### src/hdl/bblru_ram.sv
module bblru_ram #(
  parameter int unsigned WIDTH = 8,
  parameter int unsigned DEPTH = 32
) (
  input  logic                     clk_i,
  input  logic                     we_i,
  input  logic [$clog2(DEPTH)-1:0] waddr_i,
  input  logic [WIDTH-1:0]         wdata_i,
  input  logic [$clog2(DEPTH)-1:0] raddr_i,
  output logic [WIDTH-1:0]         rdata_o
);

  logic [WIDTH-1:0] mem_q [DEPTH];

  // Write one word, read one word registered
  always_ff @(posedge clk_i) begin
    if (we_i) begin
      mem_q[waddr_i] <= wdata_i;
    end
    rdata_o <= mem_q[raddr_i];
  end

endmodule
### config.mk
export PLATFORM = sky130hd
export DESIGN_NAME = bblru_ram
export DESIGN_NICKNAME = d
export VERILOG_FILES = /design/src/hdl/bblru_ram.sv
export SDC_FILE = /design/constraint.sdc
export NUM_CORES = 1
export LEC_CHECK = 0
export ABC_CLOCK_PERIOD_IN_PS = 4000
export BUFFER_PORTS_ARGS = -buffer_cell sky130_fd_sc_hd__buf_2
export CAP_MARGIN = 20
export CORE_ASPECT_RATIO = 0.75
export CORE_MARGIN = 1.5
export CORE_UTILIZATION = 50
export CTS_CLUSTER_SIZE = 20
export DETAILED_ROUTE_END_ITERATION = 12
export GPL_TIMING_DRIVEN = 1
export PLACE_DENSITY = 0.66
export SYNTH_ARGS = -nofsm -noshare
export SYNTH_HDL_FRONTEND = slang
export SYNTH_SLANG_ARGS = --single-unit
### constraint.sdc
create_clock -name clk_i -period 4 [get_ports clk_i]
set_input_delay 0.4 -clock clk_i [delete_from_list [all_inputs] [get_ports clk_i]]
set_output_delay 0.4 -clock clk_i [all_outputs]
set_load 0.02 [all_outputs]
==> results of run 1 <==
kinds of logic (layout without fill, tap and decap cells):
kind of cell	count (synthesis)	in the layout	share of synthesized area, %
muxes	88	88	18.8
DFF	264	264	78.1
and+or+nand+nor	45	45	2.07
buffers and inverters	20	78	1.06
flip-flops by register name, summed over array words and instances (netlist names):
signal	cells
rdata_o	8
mem_q	256
worst max-delay path, stage by stage:
cell and delay (ns):
buf_2 0.55, buf_4 0.45, mux4_2 0.38, mux4_2 0.51, mux2_2 0.29
synthesized netlist by cell type, drive strengths merged:
| master | n |
|---|---|
| or3 | 1 |
| nand3b | 5 |
| dfxtp | 8 |
| mux4 | 80 |
| nor2 | 33 |
| nand2 | 1 |
| nand3 | 2 |
| clkbuf | 6 |
| mux2 | 8 |
| edfxtp | 256 |
| or3b | 3 |
| buf | 14 |
per-stage QoR:
| step | cells | hold WS [ns] | power (W) | utilization [%] |
|---|---|---|---|---|
| global placement | 682 | 0.820 | 0.00344 | 53.5 |
| CTS | 728 | 0.326 | 0.00589 | 57.9 |
| detailed placement | 682 | 0.822 | 0.00344 | 53.5 |
| floorplan | 417 | 0.499 | 0.00332 | - |
| finish | 728 | 0.347 | 0.00585 | 57.9 |
| global route | 728 | 0.330 | 0.00602 | 57.9 |
cells in the final DEF (no fill, tap or decap):
cell type and n:
clkbuf_1 3, nand2_1 1, buf_4 5, clkinvlp_4 3, dfxtp_1 8, inv_6 1, bufinv_16 5, mux4_2 80
nand3_1 2, clkinv_4 2, clkinv_1 5, clkinv_2 2, edfxtp_1 256, buf_12 1, or3b_2 3, nand3b_1 5
buf_2 26, or3_1 1, mux2_2 8, clkbuf_16 25, nor2_1 33
worst paths after layout:
path / start / endpoint / slack [ns] / depth (start not counted)
worst min register to register: mem_q[30][3] / rdata_o[3] / 0.89 / 3
worst max-delay path: raddr_i[2] / rdata_o[0] / 1.79 / 5
worst max register to register: mem_q[17][1] / rdata_o[1] / 2.22 / 3
worst min-delay path: raddr_i[3] / rdata_o[4] / 0.35 / 2
final cells by class:
cell class              instances  area (um2)
flip-flops and latches        264        7850
fillers                      1376        8230
repair buffers                 32         188
clock inverters                18         228
clock buffers                  28         637
well taps                     253         317
multi-input cells             133        2100
layer usage:
layer,vias to the layer above,part of all wire (%)
li1,1863,-
met1,2398,47
met2,161,45
met3,27,6.3
met4,0,1.7
met5,-,0
power groups by stage:
stage	Combinational [W]	Sequential [W]	Clock (W)
4_1_cts	0.000295	0.00309	0.00251
5_1_grt	0.000310	0.00309	0.00262
2_1_floorplan	0.000164	0.00316	0
3_3_place_gp	0.000289	0.00315	0
6_report	0.000291	0.00309	0.00247
3_5_place_dp	0.000294	0.00315	0
==> key figures, run 1 <==
Setup path
  • CP Class: in -> reg
  • Crit-path max FO: 27
  • Critical Path RT: 4.39 ns
  • Crit end category: flip-flop
  • CP startpoint kind: primary input
  • WP data arrival: 2.60 ns

Synthesis
  • Post-Synthesis Cells: 417
  • Cell taking the most area after synthesis: edfxtp_1
  • Area share of the largest cell type after synthesis: between 70 and 80%
  • Mapped Nets: approximately 440
  • Mapped cell area: 10100 um2
  • Synth Area per Inst: 24.1 um2
  • Largest cells by area after synthesis: edfxtp_1 (76%), mux4_2 (18%), dfxtp_1 (1.6%), nor2_1 (1.2%), mux2_2 (0.90%)
  • Synth warn: 0
  • Post-synthesis cell type count: 15
  • Flops & latches, synth: 264
  • Sequential-to-total area share from yosys stat: 78.1%

Placed design
  • DP Worst Slack: 1.25 ns
  • Area of placed instances: 10500 um2
  • Post-DP HPWL: 12700 um
  • Routability cong.: 0.758
  • # port buffers: 27

CTS
  • Largest buffer count on any clock path: 3
  • Clk sinks: 264
  • Hold-fix buffers at CTS: 0
  • Post-CTS setup buffer count: 0
  • CTS clock-pin slew for the worst setup and hold paths: 0.06 ns
  • # H-tree levels: 1
  • CTS root buffer: clkbuf_16
  • Clock Latency Late Sink: roughly 0.52 ns
  • Cts repair resizes: 0
  • CTS buffer count: 25
  • CTS tree: built

STA
  • Sum Neg Setup Slack: 0 ns
  • Tcrit/Tclk final: 55.2%
  • Endpoints failing hold: 0
  • Achievable Freq: 453 MHz
  • RSZ-0062 raised after global routing: false
  • Final min period: 2.21 ns
  • Clock Skew: 0.0202 ns
  • Final WS setup: 1.79 ns
  • Max-slew violations: 0
  • Setup violators final: 0
  • Slew of the pin with the lowest slew margin: 1.04 ns
  • Rel. slew slack: 30.6%

Routing
  • First-pass detailed-route iteration total: 5
  • DR vias/cell: 6.11
  • Initial drt markers: 526
  • Routed wire length: 20200 um
  • Wirelength per Cell: 27.7 um
  • Detailed-route via count: between 4000 and 5000
  • ANT nets after route: 0
  • DRC Markers: 0

Pwr
  • Comb pwr share: about 5.0%
  • Psw: 0.00118 W
  • Clock power frac: 42.3%
  • Pint: 0.00467 W
  • PD cells: between 500 and 600 nW/um2
  • Peak VDD IR: 280 uV
  • Switching share of power: between 20% and 30%
  • Seq pwr share: 52.8%
  • LEAKAGE: 3.51 nW

Floorplan
  • Row count: 44
  • I/O pin cnt: 28
  • Chip Height: 126 um
  • Die width: around 170 um
  • Starting Density: between 50% and 60%
  • Core box area: 19500 um2
  • Die area: approximately 21000 um2

Status
  • Outcome: finished, final reports clean

Layout
  • Ant diodes: 0
  • Nets: 476
  • Final non-filler cell area: 11300 um2
  • Area growth syn-to-layout: 12.6%
  • Share of cells above drive strength 1: 33.9%

Job
  • Maximum capacitance violations: 0

Worst hold path
  • Worst min path class: in -> reg

Global route
  • M2 GR Usage: 30.2%
  • Vias in the first global route: 4533
  • M3 GR Usage: about 3.6%
  • Met1 GRT Util: roughly a third
  • Initial antenna violation count: 0
  • Gr usage total: 20.2%
  • Overflow after GRT: 0
  • Most Crowded Layer GR: met1
  • Largest net degree at the start of global routing: 33
  • Global-route wire length before repair: 30300 um
No activity file was read; power rests on OpenSTA's default activity.
==> run 2, diff against run 1 <==
ABC_CLOCK_PERIOD_IN_PS = 2000   (was 4000)
PLACE_DENSITY = 0.69   (was 0.66)
clock period = 2 ns   (was 4 ns; I/O delays follow)
==> run 2 against run 1 <==
Against the previous run: the flow now finishes with violations (design-rule violations); register-to-register slack worse by 2.0 ns; cell area is 1.9% higher; total power increased by 92%; core utilization is 1.1 points higher; count of clock-buffer cells in the layout increased by 4; clock power grew 78%; global-route usage is 0.82 points higher; sequential power up 100%; non-clock buffer count grew 34; worst setup slack worse by 1.6 ns; largest power group unchanged.
==> key figures, run 2 (synthesized netlist as in run 1, its figures left out) <==
Layout
  • Share of cells above drive strength 1: 38.4% (+4.5 points)
  • Top reg by flops: mem_q
  • FF/Latch Area: 7850 um2 (unchanged)
  • Top Registers: mem_q (256), rdata_o (8)
  • Final-layout fill cell count: 1355 (-1.5%)
  • Area growth syn-to-layout: 14.7%
  • Nets: 510 (+7.1%)
  • Most frequent cells in the layout: edfxtp_1 (256), mux4_2 (80), buf_4 (34), nor2_1 (33), buf_2 (26)
  • Post-layout util: 59.0% (+1.1 points)
  • Area of the multi-input gates: 2100 um2 (unchanged)
  • Ant diodes: 0 (unchanged)
  • Commonest non-fill, non-tap cell in the layout: edfxtp_1
  • Max reg flops: 256 (unchanged)

CTS
  • Hold-fix buffers at CTS: 0 (unchanged)
  • Post-CTS setup buffer count: 0 (unchanged)
  • Largest buffer count on any clock path: 3 (unchanged)
  • CTS buffer count: 25 (unchanged)
  • CTS root buffer: clkbuf_16
  • CTS tree: built
  • # H-tree levels: 1 (unchanged)
  • Clk sinks: 264 (unchanged)
  • Cts repair resizes: 0 (unchanged)
  • Clock Latency Late Sink: 0.51 ns (about the same)
  • CTS clock-pin slew for the worst setup and hold paths: 0.06 ns (about the same)

Global route
  • Largest net degree at the start of global routing: 33 (unchanged)
  • Vias in the first global route: 4549 (+0.35%)
  • Initial antenna violation count: 0 (unchanged)
  • Gr usage total: 21.0% (+0.82 points)
  • Global-route wire length before repair: 31100 um (+2.6%)
  • Overflow after GRT: 0 (unchanged)

Floorplan
  • Starting Density: 51.4% (unchanged)
  • I/O pin cnt: 28 (unchanged)
  • Chip Height: 126 um (unchanged)
  • Die area: 21000 um2 (unchanged)
  • Die width: 167 um (unchanged)
  • Row count: 44 (unchanged)
  • Core box area: 19500 um2 (unchanged)

Pwr
  • PD cells: 973 nW/um2 (+88%)
  • LEAKAGE: 3.68 nW (+4.8%)
  • Peak VDD IR: 638 uV (+130%)

Setup path
  • WP data arrival: 2.22 ns (-0.38 ns)
  • CP startpoint kind: flip-flop
  • Crit-path max FO: 1 (-96%)
  • CP Class: reg -> reg
  • Crit end category: flip-flop
  • Critical Path RT: 2.40 ns (-1.99 ns)

Routing
  • Detailed-route via count: 4623 (+3.9%)
  • DR vias/cell: 6.10 (-0.20%)
  • First-pass detailed-route iteration total: 9 (+4)
  • DR top layer: met4
  • Wirelength per Cell: 27.7 um (about the same)
  • Met3 WL: 1870 um (+47%)
  • Met2 Wirelength: 9300 um (+2.0%)
  • DRC Markers: 1 (+1)
  • Initial drt markers: 526 (unchanged)
  • Met1 WL: 9450 um (+0.37%)
  • ANT nets after route: 0 (unchanged)
  • Routed wire length: 21000 um (+4.0%)

Status
  • Failing checks: design-rule violations
  • Outcome: finished, violations left

STA
  • Clock Skew: 0.00912 ns (-0.0111 ns)
  • Setup violators final: 0 (unchanged)
  • Achievable Freq: around 550 MHz
  • Endpoints failing hold: 0 (unchanged)
  • Final min period: 1.82 ns
  • Sum Neg Setup Slack: 0 ns (unchanged)
  • Slew of the pin with the lowest slew margin: 0.678 ns (-0.358 ns)
  • Max-slew violations: 0 (unchanged)
  • RSZ-0062 raised after global routing: false
  • Rel. slew slack: 54.8% (+24 points)
  • Tcrit/Tclk final: roughly 91%

Placed design
  • Routability cong.: 0.747 (-1.5%)
  • # port buffers: 27 (unchanged)
  • Post-DP HPWL: 13300 um (+4.9%)

Worst hold path
  • Worst min path class: in -> reg

Job
  • Maximum capacitance violations: 0 (unchanged)
==> run 2: cell count changes in the layout (fill, tap and decap cells not counted), sizes merged <==
| cell | delta |
|---|---|
| bufinv | -4 |
| clkinv | -2 |
| buf | +34 |
| clkbuf | +4 |
| inv | -1 |
| clkinvlp | -1 |
==> run 2: area by class of cell <==
class	count	share of cell area [%]
sequential	264	68.1
timing repair buffer	66	4.38
multi-input combinational	133	18.2
tap	253	2.75
clock buffer	32	5.91
clock inverter	10	0.684
==> run 2: stage by stage <==
step	power (W)	instance area [um2]	instances	setup WS [ns]	hold slack (ns)
2_1_floorplan	0.00664	10100	417	0.00859	0.299
3_3_place_gp	0.00692	10800	716	-0.116	0.663
3_5_place_dp	0.00694	10800	716	-0.110	0.653
4_1_cts	0.0113	11500	758	0.178	0.133
5_1_grt	0.0115	11500	758	0.146	0.139
6_report	0.0112	11500	758	0.178	0.148
==> run 2: final timing paths <==
path | start | end | slack (ns) | cells past startpoint
max | mem_q[13][0] | rdata_o[0] | 0.18 | 3
min | raddr_i[3] | rdata_o[3] | 0.15 | 2
max reg2reg | mem_q[13][0] | rdata_o[0] | 0.18 | 3
min reg2reg | mem_q[5][7] | rdata_o[7] | 0.91 | 3
==> run 2: routing by layer <==
metal | up-vias | GRT usage (%)
met5 | - | 0
met4 | 0 | 3.85
met3 | 26 | 3.93
met2 | 219 | 30.3
met1 | 2453 | 34.3
li1 | 1925 | -
==> run 2: worst max-delay path, stage by stage, from the launching register on <==
cell and delay, ns:
edfxtp_1 0.37, mux4_2 0.53, mux4_2 0.52, mux2_2 0.29
==> run 2: power breakdown <==
| group | internal (W) | leakage, nW | switching (W) |
|---|---|---|---|
| clock | 0.00252 | 0.374 | 0.00189 |
| sequential | 0.00615 | 2.37 | 0.0000341 |
| combinational | 0.000271 | 0.936 | 0.000355 |
==> run 3, diff against run 2 <==
BUFFER_PORTS_ARGS = not set   (was -buffer_cell sky130_fd_sc_hd__buf_2)
CELL_PAD_IN_SITES_DETAIL_PLACEMENT = 1   (was not set)
CELL_PAD_IN_SITES_GLOBAL_PLACEMENT = 1   (was not set)
DONT_BUFFER_PORTS = 1   (was not set)
PLACE_DENSITY = not set   (was 0.69)
PLACE_DENSITY_LB_ADDON = 0.1   (was not set)
==> run 3 against run 2 <==
Against the previous run: the flow still finishes with violations (design-rule violations); via count shrank 3.0%; final cell count shrank 0.79%; cell area grew 1.4%; die area is the same; clock power grew 15%; critical path type unchanged; critical endpoint unchanged; largest cell class unchanged.
==> key figures, run 3 (synthesized netlist as in run 1, its figures left out) <==
Status
  • Outcome: finished, violations left
  • Failing checks: design-rule violations

Layout
  • Final Non-Filler Cells: 752 (-0.79%)
  • Area of the multi-input gates: 2100 um2 (unchanged)
  • FF/Latch Area: 7850 um2 (unchanged)
  • Final non-filler cell area: 11700 um2 (+1.4%)
  • Ant diodes: 0 (unchanged)
  • Top Registers: mem_q (256), rdata_o (8)
  • Max reg flops: 256 (unchanged)
  • Post-layout util: 59.8% (+0.83 points)
  • Area growth syn-to-layout: 16.3%
  • Share of cells above drive strength 1: 35.1% (-3.3 points)
  • Top reg by flops: mem_q
  • Commonest non-fill, non-tap cell in the layout: edfxtp_1
  • Most frequent cells in the layout: edfxtp_1 (256), mux4_2 (80), buf_4 (36), nor2_1 (33), clkbuf_16 (27)
  • Final-layout fill cell count: 1545 (+14%)
  • Nets: 499 (-2.2%)

Worst hold path
  • Worst min path class: in -> reg
  • Hold Path Sink: rdata_o[3]
  • Hold path startpoint: raddr_i[4]
  • Hold Path Cell Cnt: 2 (unchanged)

Placed design
  • Placed Cells: 686 (-4.2%)
  • # port buffers: 0 (-100%)
  • Area of placed instances: 10500 um2 (-2.2%)
  • Post-DP HPWL: 13400 um (+1.3%)
  • Routability cong.: 0.762 (+1.9%)

Pwr
  • LEAKAGE: 3.72 nW (+1.0%)
  • Peak VDD IR: 658 uV (+3.1%)
  • PD cells: 1010 nW/um2 (+3.3%)

STA
  • Achievable Freq: 537 MHz (-2.2%)
  • Slew of the pin with the lowest slew margin: 0.523 ns (-0.155 ns)
  • Endpoints failing hold: 0 (unchanged)
  • Sum Neg Setup Slack: 0 ns (unchanged)
  • Final min period: 1.86 ns (+0.0408 ns)
  • Rel. slew slack: 65.0% (+10 points)
  • Setup violators final: 0 (unchanged)
  • Clock Skew: 0.00599 ns (-0.00313 ns)
  • Max-slew violations: 0 (unchanged)
  • Tcrit/Tclk final: 93.1% (+2.0 points)
  • RSZ-0062 raised after global routing: false

Setup path
  • Terminus of the critical flop-to-flop path: rdata_o[0]
  • WP data arrival: 2.26 ns (+0.04 ns)
  • R2r setup slk: 0.14 ns (-0.04 ns)
  • Crit-path max FO: 1 (unchanged)
  • CP Class: reg -> reg
  • Cell family with most CP delay: multiplexers
  • CP dominant cell by count: mux4_2
  • Crit-path cells: mux4_2, mux4_2, mux2_2
  • Worst Reg-to-Reg Cells: 3 (unchanged)
  • WP depth: 3 (unchanged)
  • Peak per-stage delay on the critical path: 0.57 ns (+0.04 ns)
  • Critical path buffer and inverter count: 0 (unchanged)
  • Critical-path top delay cell: mux4_2
  • CP startpoint kind: flip-flop
  • R2R Path Start: mem_q[21][0]
  • Critical Path RT: 2.39 ns (about the same)
  • Crit end category: flip-flop

Routing
  • ANT nets after route: 0 (unchanged)
  • DR vias/cell: 5.97 (-2.2%)
  • Detailed-route via count: 4486 (-3.0%)
  • Initial drt markers: 483 (-8.2%)
  • Wirelength per Cell: 29.0 um (+4.8%)
  • DRC Markers: 2 (+1)
  • First-pass detailed-route iteration total: 8 (-1)
  • Routed wire length: 21800 um (+4.0%)

CTS
  • CTS tree: built
  • CTS clock-pin slew for the worst setup and hold paths: 0.06 ns (about the same)
  • Largest buffer count on any clock path: 3 (unchanged)
  • Clock Latency Late Sink: 0.51 ns (about the same)
  • CTS buffer count: 26 (+4.0%)
  • # H-tree levels: 1 (unchanged)
  • Clk sinks: 264 (unchanged)
  • Cts repair resizes: 0 (unchanged)
  • CTS root buffer: clkbuf_16
  • Post-CTS setup buffer count: 0 (unchanged)

Floorplan
  • Core box area: 19500 um2 (unchanged)
  • Chip Height: 126 um (unchanged)
  • I/O pin cnt: 28 (unchanged)
  • Die width: 167 um (unchanged)
  • Die area: 21000 um2 (unchanged)
  • Starting Density: 51.4% (unchanged)
  • Row count: 44 (unchanged)

Global route
  • Overflow after GRT: 0 (unchanged)
  • Global-route wire length before repair: 32700 um (+5.1%)
  • Largest net degree at the start of global routing: 65 (+97%)
  • Initial antenna violation count: 1 (+1)
  • Vias in the first global route: 4907 (+7.9%)
  • Gr usage total: 22.1% (+1.0 points)

Job
  • Maximum capacitance violations: 0 (unchanged)
-- run 3: cell count changes in the layout (fill, tap and decap cells not counted), sizes merged --
cell	before	now
bufinv	1	5
clkinv	7	11
dlygate4sd3	0	10
buf	66	44
clkbuf	32	31
clkinvlp	2	1
-- run 3: metrics by stage --
| step | setup slack, ns | hold WS, ns | total power, W |
|---|---|---|---|
| floorplan | 0.00859 | 0.299 | 0.00664 |
| global placement | 0.212 | 0.301 | 0.00668 |
| detailed placement | 0.155 | 0.301 | 0.00669 |
| CTS | 0.151 | 0.000913 | 0.0119 |
| global route | 0.0870 | 0.00777 | 0.0121 |
| finish | 0.137 | 0.0189 | 0.0118 |
-- run 3: per-layer routing --
metal	share of wire [%]	vias up	GRT usage, %
met5	0	-	0
met4	1.4	0	4.01
met3	6.7	24	4.56
met2	47	136	34.6
met1	45	2425	33.0
li1	-	1901	-
-- run 3: report_power, final --
part,internal (W),switching (W)
sequential,0.00615,0.0000613
clock,0.00310,0.00194
combinational,0.000265,0.000237
total,0.00952,0.00224
-- run 3: repair_timing --
item	CTS	global route
hold endpoints to repair	264	0
setup endpoints to repair	0	0
hold buffers	18	0
-- run 3: area by class of cell --
class | instances | area share [%]
tap | 253 | 2.71
timing repair buffer | 54 | 4.54
sequential | 264 | 67.1
clock buffer | 31 | 5.91
multi-input combinational | 133 | 18.0
clock inverter | 17 | 1.78
-- run 3: worst max path at each step --
stage / slack, ns / to / startpoint
2_1_floorplan: 0.009 / rdata_o[0] / raddr_i[2]
3_5_place_dp: 0.15 / rdata_o[5] / mem_q[5][5]
6_report: 0.14 / rdata_o[0] / mem_q[21][0]
3_3_place_gp: 0.21 / rdata_o[7] / mem_q[31][7]
5_1_grt: 0.09 / rdata_o[0] / mem_q[21][0]
4_1_cts: 0.15 / rdata_o[5] / mem_q[5][5]
